<file path="src/hw/rtl/ihfe_pkg.sv">
// ----------------------------------------------------------------------------
// ihfe_pkg: shared types and constants for the ICMP header field extractor
// Message positions, ICMP codes and the result record layout.
// ----------------------------------------------------------------------------
package ihfe_pkg;

  localparam int unsigned CNT_W = 16;

  // byte positions within the ICMP message
  localparam logic [CNT_W-1:0] POS_TYPE      = 16'd0;
  localparam logic [CNT_W-1:0] POS_CODE      = 16'd1;
  localparam logic [CNT_W-1:0] POS_IDENT_HI  = 16'd4;
  localparam logic [CNT_W-1:0] POS_IDENT_LO  = 16'd5;
  localparam logic [CNT_W-1:0] POS_IHL       = 16'd8;   // IHL nibble of the quoted IPv4 header
  localparam logic [CNT_W-1:0] POS_PROTO     = 16'd17;
  localparam logic [CNT_W-1:0] POS_SRC_FIRST = 16'd20;
  localparam logic [CNT_W-1:0] POS_SRC_LAST  = 16'd23;
  localparam logic [CNT_W-1:0] POS_DST_FIRST = 16'd24;
  localparam logic [CNT_W-1:0] POS_DST_LAST  = 16'd27;

  // length checks, expressed on position of final byte (length - 1)
  localparam logic [CNT_W-1:0] POS_MIN_VALID = 16'd2;   // length > 2
  localparam logic [CNT_W-1:0] POS_MIN_IDENT = 16'd5;   // length > 5
  localparam logic [CNT_W-1:0] POS_MIN_QUOTE = 16'd27;  // length >= 8 + 20
  localparam logic [CNT_W-1:0] POS_UDP_END   = 16'd15;  // length >= 8 + 4*IHL + 8

  localparam logic [CNT_W-1:0] CNT_MAX = 16'hFFFF;

  // ICMP types and codes
  localparam logic [7:0] TYPE_ECHO_REPLY  = 8'd0;
  localparam logic [7:0] TYPE_UNREACH     = 8'd3;
  localparam logic [7:0] TYPE_ECHO_REQ    = 8'd8;
  localparam logic [7:0] TYPE_TS_REQ      = 8'd13;
  localparam logic [7:0] TYPE_TS_REPLY    = 8'd14;
  localparam logic [7:0] TYPE_INFO_REQ    = 8'd15;
  localparam logic [7:0] TYPE_INFO_REPLY  = 8'd16;
  localparam logic [7:0] CODE_ZERO        = 8'd0;
  localparam logic [7:0] CODE_PORT_UNR    = 8'd3;
  localparam logic [7:0] PROTO_UDP        = 8'd17;

  localparam int unsigned OUT_TDATA_W = 144;

  typedef struct packed {
    logic [7:0]  quoted_proto;
    logic [15:0] quoted_dst_port;
    logic [15:0] quoted_src_port;
    logic [31:0] quoted_dst_addr;
    logic [31:0] quoted_src_addr;
    logic        unreach_valid;
    logic [15:0] echo_ident;
    logic [7:0]  msg_code;
    logic [7:0]  msg_type;
  } rec_t;

  localparam int unsigned REC_W = $bits(rec_t);

  function automatic logic ident_type(input logic [7:0] t);
    ident_type = (t == TYPE_ECHO_REPLY) || (t == TYPE_ECHO_REQ) ||
                 (t == TYPE_TS_REQ)     || (t == TYPE_TS_REPLY) ||
                 (t == TYPE_INFO_REQ)   || (t == TYPE_INFO_REPLY);
  endfunction

endpackage

</file>
<file path="src/hw/rtl/icmp_header_field_extractor.sv">
// ----------------------------------------------------------------------------
// icmp_header_field_extractor: ICMP header and quoted UDP field extractor
// Takes an ICMP message a byte per beat and emits one record per message.
// ----------------------------------------------------------------------------
// Each input beat carries one message byte, starting at the ICMP type byte,
// with in_tlast on the final byte. A byte only updates the position counter
// and the capture registers, so one beat is taken per clock, one byte per
// cycle, while in_tready is high. On the final beat the record is formed
// from the captured fields (including that byte) and registered into the
// output side, a two-entry buffer, so in_tready is a flop and drops only
// when two records are held. The position count saturates at 65535; bytes
// past the quoted UDP ports are ignored. Messages of two bytes or less give
// an all-zero record. Quoted addresses and ports are reported only for
// port-unreachable messages of 28 bytes or more that quote UDP and hold a
// full UDP header; the identifier only for echo, timestamp and info messages
// with code 0 and at least six bytes.
// ----------------------------------------------------------------------------
module icmp_header_field_extractor
  import ihfe_pkg::*;
(
  input  logic                   clk,
  input  logic                   rst_n,
  // input beat
  input  logic                   in_tvalid,
  output logic                   in_tready,
  input  logic [7:0]             in_tdata,   // [7:0] data_byte
  input  logic                   in_tlast,   // last_byte
  // result beat
  output logic                   out_tvalid,
  input  logic                   out_tready,
  // [7:0] msg_type, [15:8] msg_code, [31:16] echo_ident, [32] unreach_valid,
  // [64:33] quoted_src_addr, [96:65] quoted_dst_addr,
  // [112:97] quoted_src_port, [128:113] quoted_dst_port,
  // [136:129] quoted_proto, [143:137] zero
  output logic [OUT_TDATA_W-1:0] out_tdata
);

  logic beat_acc;
  logic rec_valid;
  rec_t rec;
  rec_t out_rec;

  assign beat_acc = in_tvalid && in_tready;

  ihfe_capture u_capture (
    .clk       (clk),
    .rst_n     (rst_n),
    .beat_acc  (beat_acc),
    .data_byte (in_tdata),
    .last_byte (in_tlast),
    .rec_valid (rec_valid),
    .rec       (rec)
  );

  ihfe_out_skid u_out (
    .clk       (clk),
    .rst_n     (rst_n),
    .push      (rec_valid),
    .push_rec  (rec),
    .can_push  (in_tready),
    .out_valid (out_tvalid),
    .out_ready (out_tready),
    .out_rec   (out_rec)
  );

  // struct is laid out with msg_type in the low bits; pad to whole bytes
  assign out_tdata = {{(OUT_TDATA_W - REC_W){1'b0}}, out_rec};

endmodule

</file>
<file path="src/hw/rtl/ihfe_capture.sv">
// ----------------------------------------------------------------------------
// ihfe_capture: per-message byte counter and field capture
// Captures header fields as bytes pass and forms the record on the final beat.
// ----------------------------------------------------------------------------
module ihfe_capture
  import ihfe_pkg::*;
(
  input  logic       clk,
  input  logic       rst_n,
  input  logic       beat_acc,
  input  logic [7:0] data_byte,
  input  logic       last_byte,
  output logic       rec_valid,
  output rec_t       rec
);

  logic [CNT_W-1:0] cnt_r, cnt_nxt;
  logic [7:0]       type_r, type_nxt;
  logic [7:0]       code_r, code_nxt;
  logic [15:0]      ident_r, ident_nxt;
  logic [3:0]       ihl_r, ihl_nxt;
  logic [7:0]       proto_r, proto_nxt;
  logic [31:0]      src_r, src_nxt;
  logic [31:0]      dst_r, dst_nxt;
  logic [15:0]      sport_r, sport_nxt;
  logic [15:0]      dport_r, dport_nxt;
  logic [CNT_W-1:0] base;
  logic [CNT_W-1:0] udp_need;
  logic             unr_ok;

  // field capture; values include the current byte
  always_comb begin
    type_nxt  = type_r;
    code_nxt  = code_r;
    ident_nxt = ident_r;
    ihl_nxt   = ihl_r;
    proto_nxt = proto_r;
    src_nxt   = src_r;
    dst_nxt   = dst_r;
    sport_nxt = sport_r;
    dport_nxt = dport_r;

    if (cnt_r == POS_TYPE)     type_nxt        = data_byte;
    if (cnt_r == POS_CODE)     code_nxt        = data_byte;
    if (cnt_r == POS_IDENT_HI) ident_nxt[15:8] = data_byte;
    if (cnt_r == POS_IDENT_LO) ident_nxt[7:0]  = data_byte;
    if (cnt_r == POS_IHL)      ihl_nxt         = data_byte[3:0];
    if (cnt_r == POS_PROTO)    proto_nxt       = data_byte;

    // addresses: first byte lands in the top lane
    if (cnt_r >= POS_SRC_FIRST && cnt_r <= POS_SRC_LAST) begin
      case (cnt_r[1:0])
        2'd0:    src_nxt[31:24] = data_byte;
        2'd1:    src_nxt[23:16] = data_byte;
        2'd2:    src_nxt[15:8]  = data_byte;
        default: src_nxt[7:0]   = data_byte;
      endcase
    end
    if (cnt_r >= POS_DST_FIRST && cnt_r <= POS_DST_LAST) begin
      case (cnt_r[1:0])
        2'd0:    dst_nxt[31:24] = data_byte;
        2'd1:    dst_nxt[23:16] = data_byte;
        2'd2:    dst_nxt[15:8]  = data_byte;
        default: dst_nxt[7:0]   = data_byte;
      endcase
    end

    // ports follow the quoted IP header; IHL may arrive on this very beat
    if (cnt_r == base)               sport_nxt[15:8] = data_byte;
    if (cnt_r == base + 16'd1)       sport_nxt[7:0]  = data_byte;
    if (cnt_r == base + 16'd2)       dport_nxt[15:8] = data_byte;
    if (cnt_r == base + 16'd3)       dport_nxt[7:0]  = data_byte;
  end

  assign base     = POS_IHL + {10'd0, ihl_nxt, 2'b00};
  assign udp_need = POS_UDP_END + {10'd0, ihl_nxt, 2'b00};
  assign cnt_nxt  = (cnt_r == CNT_MAX) ? cnt_r : cnt_r + 16'd1;

  assign unr_ok = (cnt_r >= POS_MIN_QUOTE) && (cnt_r >= udp_need) &&
                  (proto_nxt == PROTO_UDP);

  // record assembly
  always_comb begin
    rec = '0;
    if (cnt_r >= POS_MIN_VALID) begin
      rec.msg_type = type_nxt;
      rec.msg_code = code_nxt;
      if (type_nxt == TYPE_UNREACH && code_nxt == CODE_PORT_UNR) begin
        if (unr_ok) begin
          rec.unreach_valid   = 1'b1;
          rec.quoted_src_addr = src_nxt;
          rec.quoted_dst_addr = dst_nxt;
          rec.quoted_src_port = sport_nxt;
          rec.quoted_dst_port = dport_nxt;
          rec.quoted_proto    = proto_nxt;
        end
      end else if (ident_type(type_nxt) && code_nxt == CODE_ZERO &&
                   cnt_r >= POS_MIN_IDENT) begin
        rec.echo_ident = ident_nxt;
      end
    end
  end

  assign rec_valid = beat_acc && last_byte;

  always_ff @(posedge clk) begin
    if (!rst_n || rec_valid) begin
      cnt_r   <= '0;
      type_r  <= '0;
      code_r  <= '0;
      ident_r <= '0;
      ihl_r   <= '0;
      proto_r <= '0;
      src_r   <= '0;
      dst_r   <= '0;
      sport_r <= '0;
      dport_r <= '0;
    end else if (beat_acc) begin
      cnt_r   <= cnt_nxt;
      type_r  <= type_nxt;
      code_r  <= code_nxt;
      ident_r <= ident_nxt;
      ihl_r   <= ihl_nxt;
      proto_r <= proto_nxt;
      src_r   <= src_nxt;
      dst_r   <= dst_nxt;
      sport_r <= sport_nxt;
      dport_r <= dport_nxt;
    end
  end

endmodule

</file>
<file path="src/hw/rtl/ihfe_out_skid.sv">
// ----------------------------------------------------------------------------
// ihfe_out_skid: two-entry result register with skid slot
// Holds records for the output channel; ready upstream is a flop.
// ----------------------------------------------------------------------------
module ihfe_out_skid
  import ihfe_pkg::*;
(
  input  logic clk,
  input  logic rst_n,
  input  logic push,
  input  rec_t push_rec,
  output logic can_push,
  output logic out_valid,
  input  logic out_ready,
  output rec_t out_rec
);

  logic out_valid_r, out_valid_nxt;
  logic skid_valid_r, skid_valid_nxt;
  rec_t out_rec_r, out_rec_nxt;
  rec_t skid_rec_r, skid_rec_nxt;
  logic pop;

  assign pop = out_valid_r && out_ready;

  always_comb begin
    out_valid_nxt  = out_valid_r;
    skid_valid_nxt = skid_valid_r;
    out_rec_nxt    = out_rec_r;
    skid_rec_nxt   = skid_rec_r;
    if (pop) begin
      if (skid_valid_r) begin
        out_rec_nxt    = skid_rec_r;
        skid_valid_nxt = 1'b0;
      end else if (push) begin
        out_rec_nxt = push_rec;
      end else begin
        out_valid_nxt = 1'b0;
      end
    end else if (push) begin
      if (!out_valid_r) begin
        out_rec_nxt   = push_rec;
        out_valid_nxt = 1'b1;
      end else begin
        skid_rec_nxt   = push_rec;
        skid_valid_nxt = 1'b1;
      end
    end
  end

  always_ff @(posedge clk) begin
    if (!rst_n) begin
      out_valid_r  <= 1'b0;
      skid_valid_r <= 1'b0;
    end else begin
      out_valid_r  <= out_valid_nxt;
      skid_valid_r <= skid_valid_nxt;
    end
  end

  always_ff @(posedge clk) begin
    out_rec_r  <= out_rec_nxt;
    skid_rec_r <= skid_rec_nxt;
  end

  assign can_push  = !skid_valid_r;
  assign out_valid = out_valid_r;
  assign out_rec   = out_rec_r;

endmodule

</file>
<file path="config.mk">
export PLATFORM = sky130hd
export DESIGN_NAME = icmp_header_field_extractor
export DESIGN_NICKNAME = d
export VERILOG_FILES = /design/src/hw/rtl/ihfe_pkg.sv /design/src/hw/rtl/icmp_header_field_extractor.sv /design/src/hw/rtl/ihfe_capture.sv /design/src/hw/rtl/ihfe_out_skid.sv
export SDC_FILE = /design/constraint.sdc
export NUM_CORES = 1
export LEC_CHECK = 0
export BUFFER_PORTS_ARGS = -buffer_cell sky130_fd_sc_hd__buf_4
export CELL_PAD_IN_SITES_DETAIL_PLACEMENT = 1
export CELL_PAD_IN_SITES_GLOBAL_PLACEMENT = 1
export CORE_MARGIN = 5
export CORE_UTILIZATION = 25
export CTS_CLUSTER_DIAMETER = 30
export CTS_CLUSTER_SIZE = 28
export DETAILED_ROUTE_END_ITERATION = 10
export PLACE_DENSITY_LB_ADDON = 0.1
export SLEW_MARGIN = 20
export SYNTH_ARGS = -nofsm -noshare
export SYNTH_HDL_FRONTEND = slang
export SYNTH_SLANG_ARGS = --single-unit
</file>
<file path="constraint.sdc">
create_clock -name clk -period 11.77 [get_ports clk]
set_clock_uncertainty 0.2 [all_clocks]
set_input_delay 1.177 -clock clk [delete_from_list [all_inputs] [get_ports clk]]
set_output_delay 1.177 -clock clk [all_outputs]
set_load 0.05 [all_outputs]
</file>
==> impl_metrics.json, run 1 <==
{
  "cap_violations": 0,
  "hold_path_class": "reg2reg",
  "slew_violations": 0,
  "post-synth-top-area-cell": "edfxtp_1",
  "rsz0062_at_grt": "no",
  "synth_top_area_share_pct": 43.4,
  "cp_cell_sequence": "nor2b_1 -> and3_1 -> nand2_1 -> mux2i_1 -> inv_1 -> ha_1 -> a221oi_1 -> xnor2_1 -> ha_1 -> nor2_1 -> o21ai_0 -> o211ai_1 -> a2bb2oi_1 -> nand4_1 -> buf_4 -> buf_4 -> o31ai_1",
  "final_cell_count_no_fill": 3046,
  "clock.fmax_mhz": 167,
  "final.min_clock_period_ns": 6.01,
  "clock_path_buffers": 3,
  "cts-hold-fix-buffers": 0,
  "power.density_nw_per_um2": 206,
  "setup.worst_path.class": "reg2reg",
  "gr-usage-met3_pct": 3.50,
  "gp_congestion": 0.760,
  "cts.sinks": 432,
  "ctsHtreeMaxLevel": 4,
  "drive_gt1_share_pct": 19.6,
  "endpoint": "u_out.out_rec[79]",
  "first_pass_iters": 5,
  "worst_slew_pin_slew_ns": 1.11,
  "crit_path_start_kind": "flip-flop",
  "initial_core_util_pct": 25.1,
  "cp.arrival_ns": 6.18,
  "yosys_warnings": 0,
  "ys_ff_latch": 432,
  "num-fill-cells": 8299,
  "drt-total-wl_mm": 61.9,
  "finalPower_mw": 5.20,
  "final_cell_mix": "nand2_1, edfxtp_1, nor2_1",
  "setup_viol": 0,
  "wl_per_cell_um": 20.3,
  "crit_buf_inv": 3,
  "crit_path_top_delay_cell": "nor2b_1",
  "cp_max_fo": 59,
  "holdPathStages": 2,
  "finalSetupTns_ns": 0,
  "post_cts_buffers": 0,
  "synth_cells": 1793,
  "syn_area_um2": 19000,
  "reg2regPathDepth": 17,
  "cp-end-kind": "flip-flop",
  "utilization_pct": 33.3,
  "syn_area_per_cell_um2": 10.6,
  "yosysUniqueCellTypes": 60,
  "regArea_um2": 11400,
  "drt_iter0_drc": 699,
  "antenna_found_initial": 0,
  "whs_ns": 0.249,
  "startpoint": "u_capture.cnt_r[3]",
  "grt-busiest-layer": "met2",
  "synth-edff-count": 274,
  "ios": 159,
  "drc_errors": 0,
  "layout_commonest_cell": "nand2_1",
  "grt_use_met2_pct": 25.8,
  "portBuffers": 151,
  "grt_pass1_wl_mm": 95.6,
  "grt_max_degree": 99,
  "fp.dieH_um": 286,
  "fp.dieW_um": 286,
  "antenna_left": 0,
  "finalNetCount": 1988,
  "dpl.hpwl_mm": 36.7,
  "num_vias": 14400,
  "p_leak_nw": 9.14,
  "grt_use_total_pct": 15.1,
  "placedCellCount": 2810,
  "core_area_um2": 75600,
  "crit_cells": 17,
  "fp.dieArea_um2": 81500,
  "cts_root_buffer": "clkbuf_16",
  "crit_required_ns": 11.94,
  "clk_pin_slew_worst_paths_ns": 0.04,
  "post_cts_resized": 0,
  "synth_seq_area_share_pct": 60.0,
  "cp_top_family": "simple AND/OR/NAND/NOR gates",
  "diodes": 0,
  "multi_input_area_um2": 7010,
  "synthArstFlopShare_pct": 0,
  "tritoncts": "built",
  "worstSkewPairLatency_ns": 0.68,
  "areaGrowthSynthToFinish_pct": 32.7,
  "hold_viol": 0,
  "core.rowCount": 101,
  "vdd_drop_max_mv": 0.0944,
  "via_per_inst": 4.72,
  "reg2reg_slack_ns": 5.76,
  "grt_use_met1_pct": 18.7,
  "worst_r2r_endpoint": "u_out.out_rec[79]",
  "outcome": "finished clean",
  "r2r-start": "u_capture.cnt_r[3]",
  "relSlewSlack_pct": 25.3,
  "ys.flop_type": "edfxtp_1",
  "cpPeakStageDelay_ns": 0.90,
  "cts_buffers": 131,
  "synthTopCellsByArea": "edfxtp_1, dfxtp_1, nand2_1",
  "grt_overflow_total": 0,
  "fin_crit_sh_pct": 51.0,
  "grt_pass1_vias": 15600
}
## synthesized netlist by cell type (13+ instances only)
master and instances:
nand2_1 357, edfxtp_1 274, nor2_1 186, dfxtp_1 158
a21oi_1 144, mux2i_1 123, clkbuf_1 121, o31ai_1 93
nand3_1 59, nor3_1 31, nand4_1 19, inv_1 16
o41ai_1 16, o21ai_0 13
## final cells by class
cell class	count	share of cell area, %
well taps	978	4.86
multi-input cells	1207	27.9
clock inverters	63	2.45
flip-flops and latches	432	45.2
repair buffers	177	5.31
clock buffers	173	14.0
inverters	16	0.239
## metrics by stage
step           worst slack (ns)  instance area [um^2]
6_report                   5.76                 25200
5_1_grt                    5.27                 25200
4_1_cts                    5.88                 25200
3_5_place_dp               5.89                 21000
3_3_place_gp               6.03                 21000
2_1_floorplan              3.05                 19000
## how the worst min path moves through the flow
stage	endpoint	start
5_1_grt	u_capture.dport_r[13]	u_capture.dport_r[13]
3_3_place_gp	u_capture.dport_r[15]	u_capture.dport_r[15]
6_report	u_capture.ident_r[0]	u_capture.ident_r[0]
4_1_cts	u_capture.dst_r[18]	u_capture.dst_r[18]
3_5_place_dp	u_capture.dst_r[18]	u_capture.dst_r[18]
2_1_floorplan	u_capture.proto_r[0]	u_capture.proto_r[0]
## worst register-to-register path: cells and delay by family, from the launching register on
kind / cells / cell delay, ns
AOI/OAI and AO/OA: 5 / 0.85
xor gates and xnor gates: 1 / 0.12
adders and majority gates: 2 / 0.41
buffers and inverters: 3 / 1.43
DFF: 1 / 0.72
muxes: 1 / 0.34
and+or+nand+nor: 5 / 1.67
## registers in the layout, indices dropped and copies added (netlist names), 16 cells and up
| name | cells |
|---|---|
| u_capture.dport_r | 16 |
| u_capture.ident_r | 16 |
| u_out.skid_rec_r | 137 |
| u_capture.dst_r | 32 |
| u_out.out_rec | 137 |
| u_capture.sport_r | 16 |
| u_capture.cnt_r | 16 |
| u_capture.src_r | 32 |
## power by group
group | total [mW] | internal, mW | switching, mW
Sequential | 1.66 | 1.64 | 0.0165
Clock | 3.26 | 2.28 | 0.981
Combinational | 0.277 | 0.0609 | 0.216
Total | 5.20 | 3.98 | 1.21
## per-layer routing
layer	part of all wire (%)	wire, um
met2	50	30700
met1	45	27700
met5	0	0
met3	3.5	2190
met4	2.2	1340
## cells by family after synthesis
family                   Yosys count  share of synthesized area, %
AO/OA/AOI/OAI                    321                          11.5
XOR/XNOR                          19                         0.877
adder cells (fa/ha/maj)           10                         0.659
buffers and inverters            166                          3.74
flip-flops                       432                          60.0
multiplexers                     135                          7.20
other                              1                        0.0198
AND/OR/NAND/NOR                  709                          16.0
(Power assumes the default switching activity.)
==> run 2: changes to the inputs <==
- ABC_AREA: not set -> 1
- clock period: 11.77 -> 5.3 ns (I/O delays scaled with it)
==> run 2 against run 1 <==
Compared with the run above:
- synthesized cell count grew 21%
- die area grew 1.7%
- worst setup slack lost 5.0 ns
- fmax grew 34%
- clock power grew 140%
- final cell count grew 16%
- sequential power grew 130%
- critical path depth grew 2
- non-clock buffer count grew 6
- critical path type unchanged
- largest cell class unchanged
==> impl_metrics.json, run 2 <==
{
  "whs_ns": 0.0689,
  "areaGrowthSynthToFinish_pct": 35.6,
  "drc_errors": 0,
  "syn_area_per_cell_um2": 8.93,
  "crit_top_cell": "nand2_1",
  "core_area_um2": 77100,
  "cp_max_fo": 32,
  "diodes": 0,
  "synthTopCellsByArea": "edfxtp_1, dfxtp_1, nand2_1",
  "dpl-instance-area_um2": 21600,
  "tritoncts": "built",
  "ios": 159,
  "finalSetupTns_ns": 0,
  "yosysUniqueCellTypes": 41,
  "cap_violations": 0,
  "antenna_found_initial": 4,
  "post-synth-top-area-cell": "edfxtp_1",
  "hold_viol": 0,
  "synth_common_cells": "nand2_1, edfxtp_1, nor2_1",
  "yosys_warnings": 0,
  "dpl.hpwl_mm": 40.8,
  "cp-end-kind": "flip-flop",
  "fp.dieArea_um2": 82900,
  "reg2reg_slack_ns": 0.81,
  "crit_path_top_delay_cell": "nand2_4",
  "layout_commonest_cell": "nand2_1",
  "grt_overflow_total": 0,
  "final_cell_area_um2": 26200,
  "initial_core_util_pct": 25.1,
  "num_vias": 15900,
  "reg2regPathDepth": 19,
  "via_per_inst": 4.52,
  "worst_r2r_endpoint": "u_out.skid_rec_r[37]",
  "syn_area_um2": 19300,
  "fin_crit_sh_pct": 84.8,
  "post_cts_buffers": 0,
  "fp.dieW_um": 288,
  "synth_top_area_share_pct": 42.6,
  "setup.worst_path.class": "reg2reg",
  "outcome": "finished clean",
  "rsz0062_at_grt": "no",
  "utilization_pct": 34.0,
  "relSlewSlack_pct": 38.0,
  "grt_pass1_vias": 17100,
  "final_cell_mix": "nand2_1, edfxtp_1, nor2_1",
  "wl_per_cell_um": 19.0,
  "slew_violations": 0,
  "setup_viol": 0,
  "cpPeakStageDelay_ns": 0.46,
  "grt_max_degree": 100,
  "antenna_left": 0,
  "crit_path_start_kind": "flip-flop",
  "p_leak_nw": 10.9,
  "startpoint": "u_capture.cnt_r[0]",
  "cp.arrival_ns": 4.70,
  "worstSkewPairLatency_ns": 0.69,
  "grt_pass1_wl_mm": 102,
  "grt_use_total_pct": 15.9,
  "yosysMostFrequentCell": "nand2_1",
  "r2r-start": "u_capture.cnt_r[0]",
  "power.density_nw_per_um2": 477,
  "crit_required_ns": 5.51,
  "cp_cell_sequence": "inv_1 -> ha_1 -> nand3_1 -> nor2_2 -> nand2_1 -> o21ai_0 -> inv_1 -> nand2_1 -> nand2_1 -> xor2_1 -> ha_1 -> a21oi_1 -> o2111ai_1 -> nand2_1 -> nand3b_1 -> inv_1 -> nand2_4 -> buf_4 -> nor2_1",
  "synthArstFlopShare_pct": 0,
  "final.min_clock_period_ns": 4.49,
  "drt-total-wl_mm": 66.9,
  "cts_buffers": 136,
  "gp_congestion": 0.770,
  "ctsHtreeMaxLevel": 4,
  "endpoint": "u_out.skid_rec_r[37]",
  "synth_seq_area_share_pct": 59.0,
  "vdd_drop_max_mv": 0.250,
  "num-fill-cells": 8802,
  "ys.flop_type": "edfxtp_1",
  "synth-edff-count": 274,
  "drive_gt1_share_pct": 17.5,
  "portBuffers": 151,
  "drt_iter0_drc": 747,
  "ys_ff_latch": 432,
  "finalNetCount": 2393,
  "clock_path_buffers": 3,
  "first_pass_iters": 4,
  "clk_pin_slew_worst_paths_ns": 0.04,
  "worst_slew_pin_slew_ns": 0.926,
  "cts_root_buffer": "clkbuf_16",
  "hold_path_class": "in2reg",
  "clock.fmax_mhz": 223,
  "cts.sinks": 432,
  "core.rowCount": 102,
  "fp.dieH_um": 288,
  "synth_cells": 2162
}
[run 2: routing by layer]
metal	share of wire, %	track usage [%]	wire, um	up-vias
met2	49	27.4	32800	299
li1	-	-	-	7681
met4	2.6	5.69	1740	0
met3	3.9	3.59	2610	116
met1	45	19.7	29800	7817
met5	0	0	0	-
[run 2: timing repair]
action	in CTS	in global routing
resized for setup	0	0
hold endpoints to repair	2	0
hold buffers	1	0
[run 2: cell type report]
cell class              count  area (um^2)  area share (%)
well taps                1040         1300            4.97
inverters                 244          925            3.53
flip-flops and latches    432        11400            43.5
clock buffers             188         3900            14.9
repair buffers            183         1480            5.67
multi-input cells        1373         6520            24.9
clock inverters            60          664            2.54
[run 2: stage by stage]
stage                     setup WS [ns]  power (mW)  instances
after CTS                         0.810        12.7       3519
after detailed placement          0.823        4.62       3270
final                             0.806        12.5       3520
after global placement            0.957        4.60       3270
after floorplan                   0.227        4.34       2174
after global routing              0.400        13.0       3520
[run 2: cells by family after synthesis]
logic type                 share of synthesized area, %
other                                            0.0194
xor gates and xnor gates                          0.136
adders and majority gates                         0.648
DFF                                                59.0
AOI/OAI and AO/OA                                  11.2
and+or+nand+nor                                    21.3
buffers and inverters                              7.69
[run 2: worst max-delay path: cells and delay by family (launching register included)]
kind,cells,cell delay [ns]
AOI/OAI and AO/OA,3,0.67
DFF,1,0.33
buffers and inverters,4,0.80
xor gates and xnor gates,1,0.14
adders and majority gates,2,0.59
and+or+nand+nor,9,1.46
[run 2: power by group]
group / leakage, nW / total (mW) / switching [mW] / internal [mW]
Sequential: 3.80 / 3.76 / 0.0537 / 3.70
Combinational: 4.83 / 0.799 / 0.598 / 0.201
Clock: 2.25 / 7.94 / 2.25 / 5.68
[run 2: worst min path at each step]
stage / start / endpoint / slack [ns] / cells after the start
5_1_grt: out_tready / u_out.skid_rec_r[136] / 0.04 / 2
4_1_cts: out_tready / u_out.skid_rec_r[136] / 0.02 / 2
6_report: out_tready / u_out.skid_rec_r[15] / 0.07 / 2
2_1_floorplan: u_capture.cnt_r[15] / u_capture.cnt_r[15] / 0.25 / 2
3_3_place_gp: u_capture.cnt_r[15] / u_capture.cnt_r[15] / 0.27 / 2
3_5_place_dp: u_capture.cnt_r[10] / u_capture.cnt_r[10] / 0.28 / 2
